**src/rtl/psg_pkg.sv**
```systemverilog
// Shared types, constants and the mod-251 reduction for the polynomial share generator.
package psg_pkg;

    // Field and modulus constants
    localparam int NUM_COEF_FIELDS = 8;
    localparam int COEF_W          = 8;
    localparam int THRESH_W        = 4;
    localparam int SHARE_CNT_W     = 5;
    localparam int SHARE_IDX_W     = 5;
    localparam int VALUE_W         = 8;
    localparam int CFG_DATA_W      = 5;
    localparam int CFG_IDX_W       = 1;
    // Horner step sum acc*x + c, wide enough for x up to 64
    localparam int SUM_W           = 14;
    localparam logic [8:0] PRIME   = 9'd251;

    localparam int DEF_MAX_COEFS  = 8;
    localparam int DEF_MAX_SHARES = 16;

    localparam logic [THRESH_W-1:0]    THRESH_RESET = 4'd2;
    localparam logic [SHARE_CNT_W-1:0] SHARES_RESET = 5'd4;

    // Configuration register indexes
    localparam logic [CFG_IDX_W-1:0] CFG_THRESHOLD   = 1'd0;
    localparam logic [CFG_IDX_W-1:0] CFG_SHARE_COUNT = 1'd1;

    typedef struct packed {
        logic [COEF_W-1:0] coef_0;
        logic [COEF_W-1:0] coef_1;
        logic [COEF_W-1:0] coef_2;
        logic [COEF_W-1:0] coef_3;
        logic [COEF_W-1:0] coef_4;
        logic [COEF_W-1:0] coef_5;
        logic [COEF_W-1:0] coef_6;
        logic [COEF_W-1:0] coef_7;
    } t_in_item;

    typedef struct packed {
        logic [SHARE_IDX_W-1:0] share_index;
        logic [VALUE_W-1:0]     share_value;
        logic                   last_share;
    } t_out_item;

    // Data carried by one token along the cell chain
    typedef struct packed {
        logic [NUM_COEF_FIELDS-1:0][COEF_W-1:0] coefs;
        logic [THRESH_W-1:0]                    k;
        logic                                   last;
        logic [VALUE_W-1:0]                     acc;
    } t_token;

    // Reduce a Horner sum modulo 251 using 256 = 5 (mod 251)
    function automatic logic [VALUE_W-1:0] mod251(input logic [SUM_W-1:0] v);
        logic [9:0] f1;
        logic [8:0] f2;
        f1 = 10'(v[SUM_W-1:8]) * 10'd5 + 10'(v[7:0]);
        f2 = 9'(f1[9:8]) * 9'd5 + 9'(f1[7:0]);
        if (f2 >= PRIME) begin
            f2 = f2 - PRIME;
        end
        return f2[VALUE_W-1:0];
    endfunction

endpackage

```
**src/rtl/psg_seq.sv**
```systemverilog
// Sequencer: holds one pixel group and issues one token per evaluation point.
module psg_seq #(
    parameter int MAX_COEFS  = psg_pkg::DEF_MAX_COEFS,
    parameter int MAX_SHARES = psg_pkg::DEF_MAX_SHARES,
    parameter int XW         = $clog2(MAX_SHARES + 1)
) (
    input  logic                          i_clk,
    input  logic                          i_rst_n,
    input  logic                          i_valid,
    output logic                          o_ready,
    input  psg_pkg::t_in_item             i_item,
    input  logic [psg_pkg::THRESH_W-1:0]    i_threshold,
    input  logic [psg_pkg::SHARE_CNT_W-1:0] i_share_count,
    input  logic                          i_adv,
    output logic                          o_tok_valid,
    output logic [XW-1:0]                 o_tok_x,
    output psg_pkg::t_token               o_tok
);
    import psg_pkg::*;

    logic                                   r_busy;
    logic [NUM_COEF_FIELDS-1:0][COEF_W-1:0] r_coefs;
    logic [THRESH_W-1:0]                    r_k;
    logic [XW-1:0]                          r_n;
    logic [XW-1:0]                          r_x;
    logic [THRESH_W-1:0]                    n_k;
    logic [XW-1:0]                          n_n;
    logic                                   tok_last;
    logic                                   accept;

    // Clamp the configuration to its legal ranges
    always_comb begin
        if (i_threshold == '0) begin
            n_k = THRESH_W'(1);
        end else if (32'(i_threshold) > MAX_COEFS) begin
            n_k = THRESH_W'(MAX_COEFS);
        end else begin
            n_k = i_threshold;
        end
        if (i_share_count == '0) begin
            n_n = XW'(1);
        end else if (32'(i_share_count) > MAX_SHARES) begin
            n_n = XW'(MAX_SHARES);
        end else begin
            n_n = XW'(i_share_count);
        end
    end

    assign tok_last    = (r_x == r_n);
    assign o_ready     = !r_busy || (i_adv && tok_last);
    assign accept      = i_valid && o_ready;
    assign o_tok_valid = r_busy;
    assign o_tok_x     = r_x;

    always_comb begin
        o_tok.coefs = r_coefs;
        o_tok.k     = r_k;
        o_tok.last  = tok_last;
        o_tok.acc   = '0;
    end

    // Control: load a new item or step to the next evaluation point
    always_ff @(posedge i_clk) begin
        if (!i_rst_n) begin
            r_busy <= 1'b0;
        end else if (accept) begin
            r_busy <= 1'b1;
        end else if (i_adv && tok_last) begin
            r_busy <= 1'b0;
        end
    end

    // Payload: capture the group and advance x
    always_ff @(posedge i_clk) begin
        if (accept) begin
            r_coefs[0] <= i_item.coef_0;
            r_coefs[1] <= i_item.coef_1;
            r_coefs[2] <= i_item.coef_2;
            r_coefs[3] <= i_item.coef_3;
            r_coefs[4] <= i_item.coef_4;
            r_coefs[5] <= i_item.coef_5;
            r_coefs[6] <= i_item.coef_6;
            r_coefs[7] <= i_item.coef_7;
            r_k        <= n_k;
            r_n        <= n_n;
            r_x        <= XW'(1);
        end else if (i_adv && r_busy) begin
            r_x <= r_x + XW'(1);
        end
    end

endmodule

```
**src/rtl/psg_cell.sv**
```systemverilog
// Horner cell: applies one coefficient, acc = (acc * x + c) mod 251.
module psg_cell #(
    parameter int IDX = 0,
    parameter int XW  = 5
) (
    input  logic            i_clk,
    input  logic            i_rst_n,
    input  logic            i_adv,
    input  logic            i_valid,
    input  logic [XW-1:0]   i_x,
    input  psg_pkg::t_token i_tok,
    output logic            o_valid,
    output logic [XW-1:0]   o_x,
    output psg_pkg::t_token o_tok
);
    import psg_pkg::*;

    logic              r_valid;
    logic [XW-1:0]     r_x;
    t_token            r_tok;
    logic [COEF_W-1:0] coef;
    logic [SUM_W-1:0]  sum;
    t_token            n_tok;

    // Coefficient positions past the input fields count as zero
    generate
        if (IDX < NUM_COEF_FIELDS) begin : g_coef
            assign coef = i_tok.coefs[IDX];
        end else begin : g_zero
            assign coef = '0;
        end
    endgenerate

    // One Horner step; skip cells beyond the threshold
    always_comb begin
        sum   = SUM_W'(i_tok.acc) * SUM_W'(i_x) + SUM_W'(coef);
        n_tok = i_tok;
        if (32'(i_tok.k) > IDX) begin
            n_tok.acc = mod251(sum);
        end
    end

    always_ff @(posedge i_clk) begin
        if (!i_rst_n) begin
            r_valid <= 1'b0;
        end else if (i_adv) begin
            r_valid <= i_valid;
        end
    end

    always_ff @(posedge i_clk) begin
        if (i_adv) begin
            r_x   <= i_x;
            r_tok <= n_tok;
        end
    end

    assign o_valid = r_valid;
    assign o_x     = r_x;
    assign o_tok   = r_tok;

endmodule

```
**src/rtl/polynomial_share_generator_mod251.sv**
```systemverilog
// Top level: k-of-n polynomial share generator over GF(251) built as a Horner cell chain.
// Path: sequencer register, a Horner cell register per coefficient, output register.
// Throughput: one share per cycle unless the output stalls; an item gives n shares
// (n = clamped share_count), each from one evaluation point the sequencer feeds the chain.
// The whole chain stalls together while the output register holds an untaken share.
// Reset: chain and output empty, threshold = 2, share_count = 4.
module polynomial_share_generator_mod251 #(
    parameter int MAX_COEFS  = psg_pkg::DEF_MAX_COEFS,
    parameter int MAX_SHARES = psg_pkg::DEF_MAX_SHARES
) (
    input  logic                           i_clk,
    input  logic                           i_rst_n,
    input  logic                           i_cfg_we,
    input  logic [psg_pkg::CFG_IDX_W-1:0]  i_cfg_idx,
    input  logic [psg_pkg::CFG_DATA_W-1:0] i_cfg_data,
    input  logic                           i_valid,
    output logic                           o_ready,
    input  psg_pkg::t_in_item              i_item,
    output logic                           o_valid,
    input  logic                           i_ready,
    output psg_pkg::t_out_item             o_item
);
    import psg_pkg::*;

    localparam int XW = $clog2(MAX_SHARES + 1);

    logic [THRESH_W-1:0]    r_threshold;
    logic [SHARE_CNT_W-1:0] r_share_count;
    logic                   r_out_valid;
    t_out_item              r_out_item;
    logic                   adv;

    logic          chain_valid [0:MAX_COEFS];
    logic [XW-1:0] chain_x     [0:MAX_COEFS];
    t_token        chain_tok   [0:MAX_COEFS];

    // Configuration registers
    always_ff @(posedge i_clk) begin
        if (!i_rst_n) begin
            r_threshold   <= THRESH_RESET;
            r_share_count <= SHARES_RESET;
        end else if (i_cfg_we) begin
            unique case (i_cfg_idx)
                CFG_THRESHOLD:   r_threshold   <= i_cfg_data[THRESH_W-1:0];
                CFG_SHARE_COUNT: r_share_count <= i_cfg_data[SHARE_CNT_W-1:0];
                default:         r_threshold   <= r_threshold;
            endcase
        end
    end

    // Advance the whole chain whenever the output register can take a share
    assign adv = !r_out_valid || i_ready;

    psg_seq #(
        .MAX_COEFS  (MAX_COEFS),
        .MAX_SHARES (MAX_SHARES),
        .XW         (XW)
    ) u_seq (
        .i_clk         (i_clk),
        .i_rst_n       (i_rst_n),
        .i_valid       (i_valid),
        .o_ready       (o_ready),
        .i_item        (i_item),
        .i_threshold   (r_threshold),
        .i_share_count (r_share_count),
        .i_adv         (adv),
        .o_tok_valid   (chain_valid[0]),
        .o_tok_x       (chain_x[0]),
        .o_tok         (chain_tok[0])
    );

    // Row of Horner cells, one per coefficient position
    generate
        for (genvar g = 0; g < MAX_COEFS; g++) begin : g_cell
            psg_cell #(
                .IDX (g),
                .XW  (XW)
            ) u_cell (
                .i_clk   (i_clk),
                .i_rst_n (i_rst_n),
                .i_adv   (adv),
                .i_valid (chain_valid[g]),
                .i_x     (chain_x[g]),
                .i_tok   (chain_tok[g]),
                .o_valid (chain_valid[g+1]),
                .o_x     (chain_x[g+1]),
                .o_tok   (chain_tok[g+1])
            );
        end
    endgenerate

    // Output register
    always_ff @(posedge i_clk) begin
        if (!i_rst_n) begin
            r_out_valid <= 1'b0;
        end else if (adv) begin
            r_out_valid <= chain_valid[MAX_COEFS];
        end
    end

    always_ff @(posedge i_clk) begin
        if (adv) begin
            r_out_item.share_index <= SHARE_IDX_W'(chain_x[MAX_COEFS]);
            r_out_item.share_value <= chain_tok[MAX_COEFS].acc;
            r_out_item.last_share  <= chain_tok[MAX_COEFS].last;
        end
    end

    assign o_valid = r_out_valid;
    assign o_item  = r_out_item;

endmodule

```
**config.mk**
```make
export PLATFORM = sky130hd
export DESIGN_NAME = polynomial_share_generator_mod251
export DESIGN_NICKNAME = d
export VERILOG_FILES = /design/src/rtl/psg_pkg.sv /design/src/rtl/psg_seq.sv /design/src/rtl/psg_cell.sv /design/src/rtl/polynomial_share_generator_mod251.sv
export SDC_FILE = /design/constraint.sdc
export NUM_CORES = 1
export LEC_CHECK = 0
export ABC_AREA = 1
export BUFFER_PORTS_ARGS = -buffer_cell sky130_fd_sc_hd__buf_2
export CAP_MARGIN = 25
export CORE_ASPECT_RATIO = 1.25
export CORE_UTILIZATION = 58
export DETAILED_ROUTE_END_ITERATION = 6
export PLACE_DENSITY = 0.86
export SETUP_SLACK_MARGIN = 0.4
export SKIP_LAST_GASP = 1
export SLEW_MARGIN = 10
export SYNTH_ARGS = -nofsm -noshare
export SYNTH_HDL_FRONTEND = slang
export SYNTH_SLANG_ARGS = --single-unit
```
**constraint.sdc**
```tcl
create_clock -name i_clk -period 8.45 [get_ports i_clk]
set_input_delay 1.2675 -clock i_clk [delete_from_list [all_inputs] [get_ports i_clk]]
set_output_delay 1.2675 -clock i_clk [all_outputs]
set_load 0.1 [all_outputs]
```
* Word-level counts from Yosys, hierarchy flattened
Cells that the tools add are included.
Word-level totals: register bits 475, output and inout bits 16, bits of input ports 75, logic and storage cells 191
Cells by class: order comparisons 18, add/subtract/negate cells 30, multiply operators 21, eq/ne operators 1, bitwise logic cells 1, reductions and logical operators 14, muxes and demuxes 19
Operators by type and width (count):
- 8-bit 2-to-1 mux | 15
- 13-bit by 8-bit adder with 14-bit output | 7
- 8-bit by 5-bit multiplier with 13-bit output | 7
- 9-bit by 8-bit adder with 10-bit output | 7
- 8-bit subtractor (second input constant) | 8
- 5-bit by 8-bit adder with 9-bit output | 7
- 9-bit by 8-bit >= comparator with 1-bit output (second input constant) | 7
- 6-bit by 3-bit multiplier with 9-bit output (second input constant) | 7
- 2-bit by 3-bit multiplier with 5-bit output (second input constant) | 7
- 4-bit by 3-bit > comparator with 1-bit output (second input constant) | 4
- 8-bit >= comparator (second input constant) | 1
- 4-bit by 1-bit > comparator with 1-bit output (second input constant) | 2
- 4-bit by 2-bit > comparator with 1-bit output (second input constant) | 2
- 5-bit by 1-bit adder with 5-bit output (second input constant) | 1
- 5-bit equality test | 1
- 5-bit > comparator (second input constant) | 1
- 5-bit zero test | 1
- 5-bit 2-to-1 mux | 1
- 4-bit > comparator (second input constant) | 1
- 4-bit zero test | 1
- 4-bit 2-to-1 mux | 1
- 2-bit AND reduction | 2
- 2-bit OR reduction | 2
- 1-bit logical AND | 3
- other kinds (5) | 8

* Logic depth before layout (Yosys ltp)
word-level depth 9, gate-level depth with buffers 50, mapped depth without buffers 49

* Modules after synthesis
Synthesis repeated with hierarchy kept, for this count alone.
Second synthesis, totals: cells, all modules 4125, area, all modules 45080.7 um^2
Modules (own cells, without submodules):
- psg_cell (g_cell[5].u_cell) | area each 5266.3 um^2, sequential area each 2482.4 um^2, times used 1, cells each 484
- psg_cell (g_cell[1].u_cell) | area each 5235.0 um^2, sequential area each 2482.4 um^2, times used 1, cells each 492
- psg_cell (g_cell[0].u_cell) | area each 5197.5 um^2, sequential area each 2482.4 um^2, times used 1, cells each 490
- psg_cell (g_cell[3].u_cell) | area each 5186.2 um^2, sequential area each 2482.4 um^2, times used 1, cells each 491
- psg_cell (g_cell[2].u_cell) | area each 5185.0 um^2, sequential area each 2482.4 um^2, times used 1, cells each 493
- psg_cell (g_cell[4].u_cell) | area each 5181.2 um^2, sequential area each 2482.4 um^2, times used 1, cells each 491
- psg_cell (g_cell[6].u_cell) | area each 5137.4 um^2, sequential area each 2482.4 um^2, times used 1, cells each 480
- psg_cell (g_cell[7].u_cell) | area each 5116.2 um^2, sequential area each 2482.4 um^2, times used 1, cells each 475
- psg_seq | area each 2768.9 um^2, sequential area each 2312.2 um^2, times used 1, cells each 162
- polynomial_share_generator_mod251 | area each 807.0 um^2, sequential area each 620.6 um^2, times used 1, cells each 67

* Worst setup path before layout
OpenSTA, ideal clock, no wires.
path kind input-to-reg, from input i_ready, to register u_seq.r_coefs, in the netlist u_seq.o_tok[13] (enable), stages 7, buffers on the path 1, arrival 8542 ps, library setup time 430 ps, setup slack -522 ps, cells stage by stage nor2_1 -> inv_1 -> buf_2 -> nand2_1 -> nand2_1 -> nand2_1 -> inv_1
Between the ends: longest elaborated chain between the ends 4
Ends and longest elaborated chain:
- start, declared | line polynomial_share_generator_mod251.sv:20 | input logic i_ready,
- 1-bit logical OR | line polynomial_share_generator_mod251.sv:52 | assign adv = !r_out_valid || i_ready;
- 1-bit logical AND | line psg_seq.sv:50 | assign o_ready = !r_busy || (i_adv && tok_last);
- 1-bit logical OR | line psg_seq.sv:50
- via o_ready | line polynomial_share_generator_mod251.sv:17 | output logic o_ready,
- 1-bit logical AND | line psg_seq.sv:51 | assign accept = i_valid && o_ready;
- via u_seq.accept | line psg_seq.sv:29 | logic accept;
- end, declared | line psg_seq.sv:22 | logic [NUM_COEF_FIELDS-1:0][COEF_W-1:0] r_coefs;
The timed path passes the listed nets, and every way through them passes these cells. A chain may end at the register's enable or synchronous reset.

==> run metrics <==
status finished, violations left; violations in the final reports design-rule violations, negative setup slack; clk slew on worst S/H paths 0.07 ns; number of storage elements in the synthesis netlist 472; Placed Area 0.0345 mm2; Netlist Area Pre-Place 0.0332 mm2; Via density 5.72; Placeable Area 0.0563 mm2; final setup violating endpoints 15; library cell appearing most often on the critical path nand2_1; relative slew slack 0.265; post-synthesis instance total 3456; area share of fa/ha/maj cells after synthesis 0.263; average size of a mapped cell 9.62 um2; Final Skew 0.0629 ns; Worst path slowest cell xor2_1; final net count 4448; RD Place Congestion 0.899; number of vias in the routed layout 26300; number of buffers between clock root and the deepest sink 3; share of synthesized registers carrying an async set or reset 0; TritonCTS clock tree yes; synthesis-to-layout area growth 19.5%; die outline area 0.0583 mm2; worst slew pin tran 1.10 ns; compound-gate portion of the synthesized area 0.0357; clk_lat worst skew 0.64 ns; Final WS setup -0.693 ns; proportion of layout cells with a drive suffix above 1 0.215; delay contributed by the slowest stage of the critical path 0.70 ns; io pins 91; Final Hold Violating Endpoints 0; global-route congestion overflow total 0; average wire length per cell after detail routing 19.5 um; ranking of synthesized cells by area edfxtp_1 40%, fa_1 13%, ha_1 13%, nand2_1 9.5%, inv_1 9.4%; number of synthesized flops with an enable pin 448; antenna violations before repair 1; Worst Setup Path Type flop to flop; part of the Yosys area used for sequential elements 0.419; antenna diode count 0; Horiz. Die Dim 216 um; number of slew-limit violations in the final report 0; combinational family with the most area after synthesis adder cells; detailed-placement wirelength estimate 48.2 mm; Fmax 109 MHz; Period minus WS final 9.14 ns; first-pass GRT wire length 110 mm; cell class contributing the biggest share of worst-path delay adder cells; H-tree level count 2; port bufs 90; fraction of synthesized cell area in xor and xnor cells 0.0330; Remaining DRCs 13; effective utilization at floorplan 0.590; endpoint kind of the worst setup timing path flop; max-capacitance violation count 0; total nets after synthesis 4095; master cell of the clock root buffer clkbuf_16; portion of the clock cycle consumed by the worst path in the final layout 1.08; vias in the first global route 24000; final hold slack 0.370 ns; Yosys warning count 0; largest net degree at the start of global routing 201; CTS Buf Count 46; data arrival time of the critical path 9.63 ns; most frequent cells after synthesis 841 x nand2_1, 829 x inv_1, 448 x edfxtp_1; most common cell in the netlist nand2_1; most instantiated flip-flop cell in the synthesis netlist edfxtp_1; maximum fanout along the worst path 5; row count 97; number of different library cells in the post-synthesis netlist 39; post-route design area 0.0397 mm2; overall routed net length 89.4 mm; min-delay worst type flop to flop; Synth Area in Simple Gates 0.149; sinks on the clock net 472; total global routing track utilization 0.231; number of search-and-repair iterations in the first detailed-routing pass 7; Iteration-0 DRC Markers 2684; startpoint kind of the worst setup timing path flop; share of Yosys cell area claimed by the top area cell type 0.405; required time of the worst setup path 8.93 ns; crit path buf inv count 10; post-detailed-route count of antenna-violating nets 0; cell taking the most area after synthesis edfxtp_1; Chip Height 270 um; fraction of synthesized area in multiplexers 0; Finished Core Util 0.705
worst reg2reg max path, delay by kind of cell (launching register included):
kind            cells  cell delay [ns]
buf+inv            10             0.82
simple gates       16             1.98
compound gates      6             1.13
fa+ha+maj          10             3.76
flops               1             0.49
xor+xnor            2             0.83
cells by family after synthesis:
family	count (synthesis)
AOI/OAI and AO/OA	222
xor gates and xnor gates	121
adders and majority gates	564
buffers and inverters	884
DFF	472
and+or+nand+nor	1193
layout make-up:
type | instances | area, um2
Multi-Input combinational cell | 2100 | 17700
Fill cell | 3376 | 16600
Sequential cell | 472 | 13900
Inverter | 845 | 3210
Timing Repair Buffer | 344 | 2420
Clock buffer | 56 | 1210
Tap cell | 742 | 928
Clock inverter | 29 | 295
path summary, 6_finish.rpt:
kind	from	endpoint	slack, ns	cells past startpoint
setup / recovery	g_cell[4].u_cell.o_x[0]$_DFFE_PN_	g_cell[5].u_cell.o_tok[5]$_DFFE_PN_	-0.69	44
hold / removal	g_cell[3].u_cell.o_tok[70]$_DFFE_PN_	g_cell[4].u_cell.o_tok[70]$_DFFE_PN_	0.37	0
setup reg to reg	g_cell[4].u_cell.o_x[0]$_DFFE_PN_	g_cell[5].u_cell.o_tok[5]$_DFFE_PN_	-0.69	44
hold reg to reg	g_cell[3].u_cell.o_tok[70]$_DFFE_PN_	g_cell[4].u_cell.o_tok[70]$_DFFE_PN_	0.37	0
sequential cells by signal, indices dropped and copies added, names as in the netlist:
register,cells
g_cell.u_cell.o_tok,321
g_cell.u_cell.o_valid,8
g_cell.u_cell.o_x,40
o_item,14
o_valid,1
r_share_count,5
r_threshold,4
u_seq.o_tok,64
u_seq.o_tok_valid,1
u_seq.o_tok_x,5
u_seq.r_k,4
u_seq.r_n,5
routing by layer:
metal,vias up,track usage,part of all wire
met5,-,0,0.00013
met3,639,0.0325,0.087
met4,2,0.123,0.086
met1,12300,0.254,0.33
li1,11600,-,-
met2,1752,0.427,0.50
cell usage in the layout (no fill, tap or decap), types with 34 or more instances in the layout:
cell	netlist	final
buf_2	1	91
nand3_1	154	120
ha_4	0	63
edfxtp_1	448	448
nor2_1	99	87
xnor2_1	34	34
ha_1	340	260
a21oi_1	109	69
nand3_2	2	36
clkbuf_16	0	46
inv_1	829	756
inv_2	13	73
buf_4	0	235
nand2_1	841	764
o21ai_0	76	45
nand2_2	15	80
xor2_1	82	78
a21oi_2	2	39
fa_1	224	210
metrics by stage:
stage          setup TNS (ns)  instances  setup WS (ns)
6_report                -3.45       4588         -0.693
2_1_floorplan               0       3456          0.786
4_1_cts                     0       4425          0.364
5_1_grt                 -7.22       4588         -0.850
3_3_place_gp         -0.00401       4257       -0.00401
3_5_place_dp          -0.0914       4257        -0.0779
repair_timing:
action / 4_1_cts / 5_1_grt
endpoints found under the setup margin: 52 / 56
pin swaps: 17 / 297
resized for setup: 40 / 428
hold endpoints to repair: 0 / 0
hold buffers: 0 / 0
setup buffers: 83 / 162
Power is left out: the tool's default activity adds up to more than one toggle a clock period on the data nets, which glitch-free logic cannot reach.
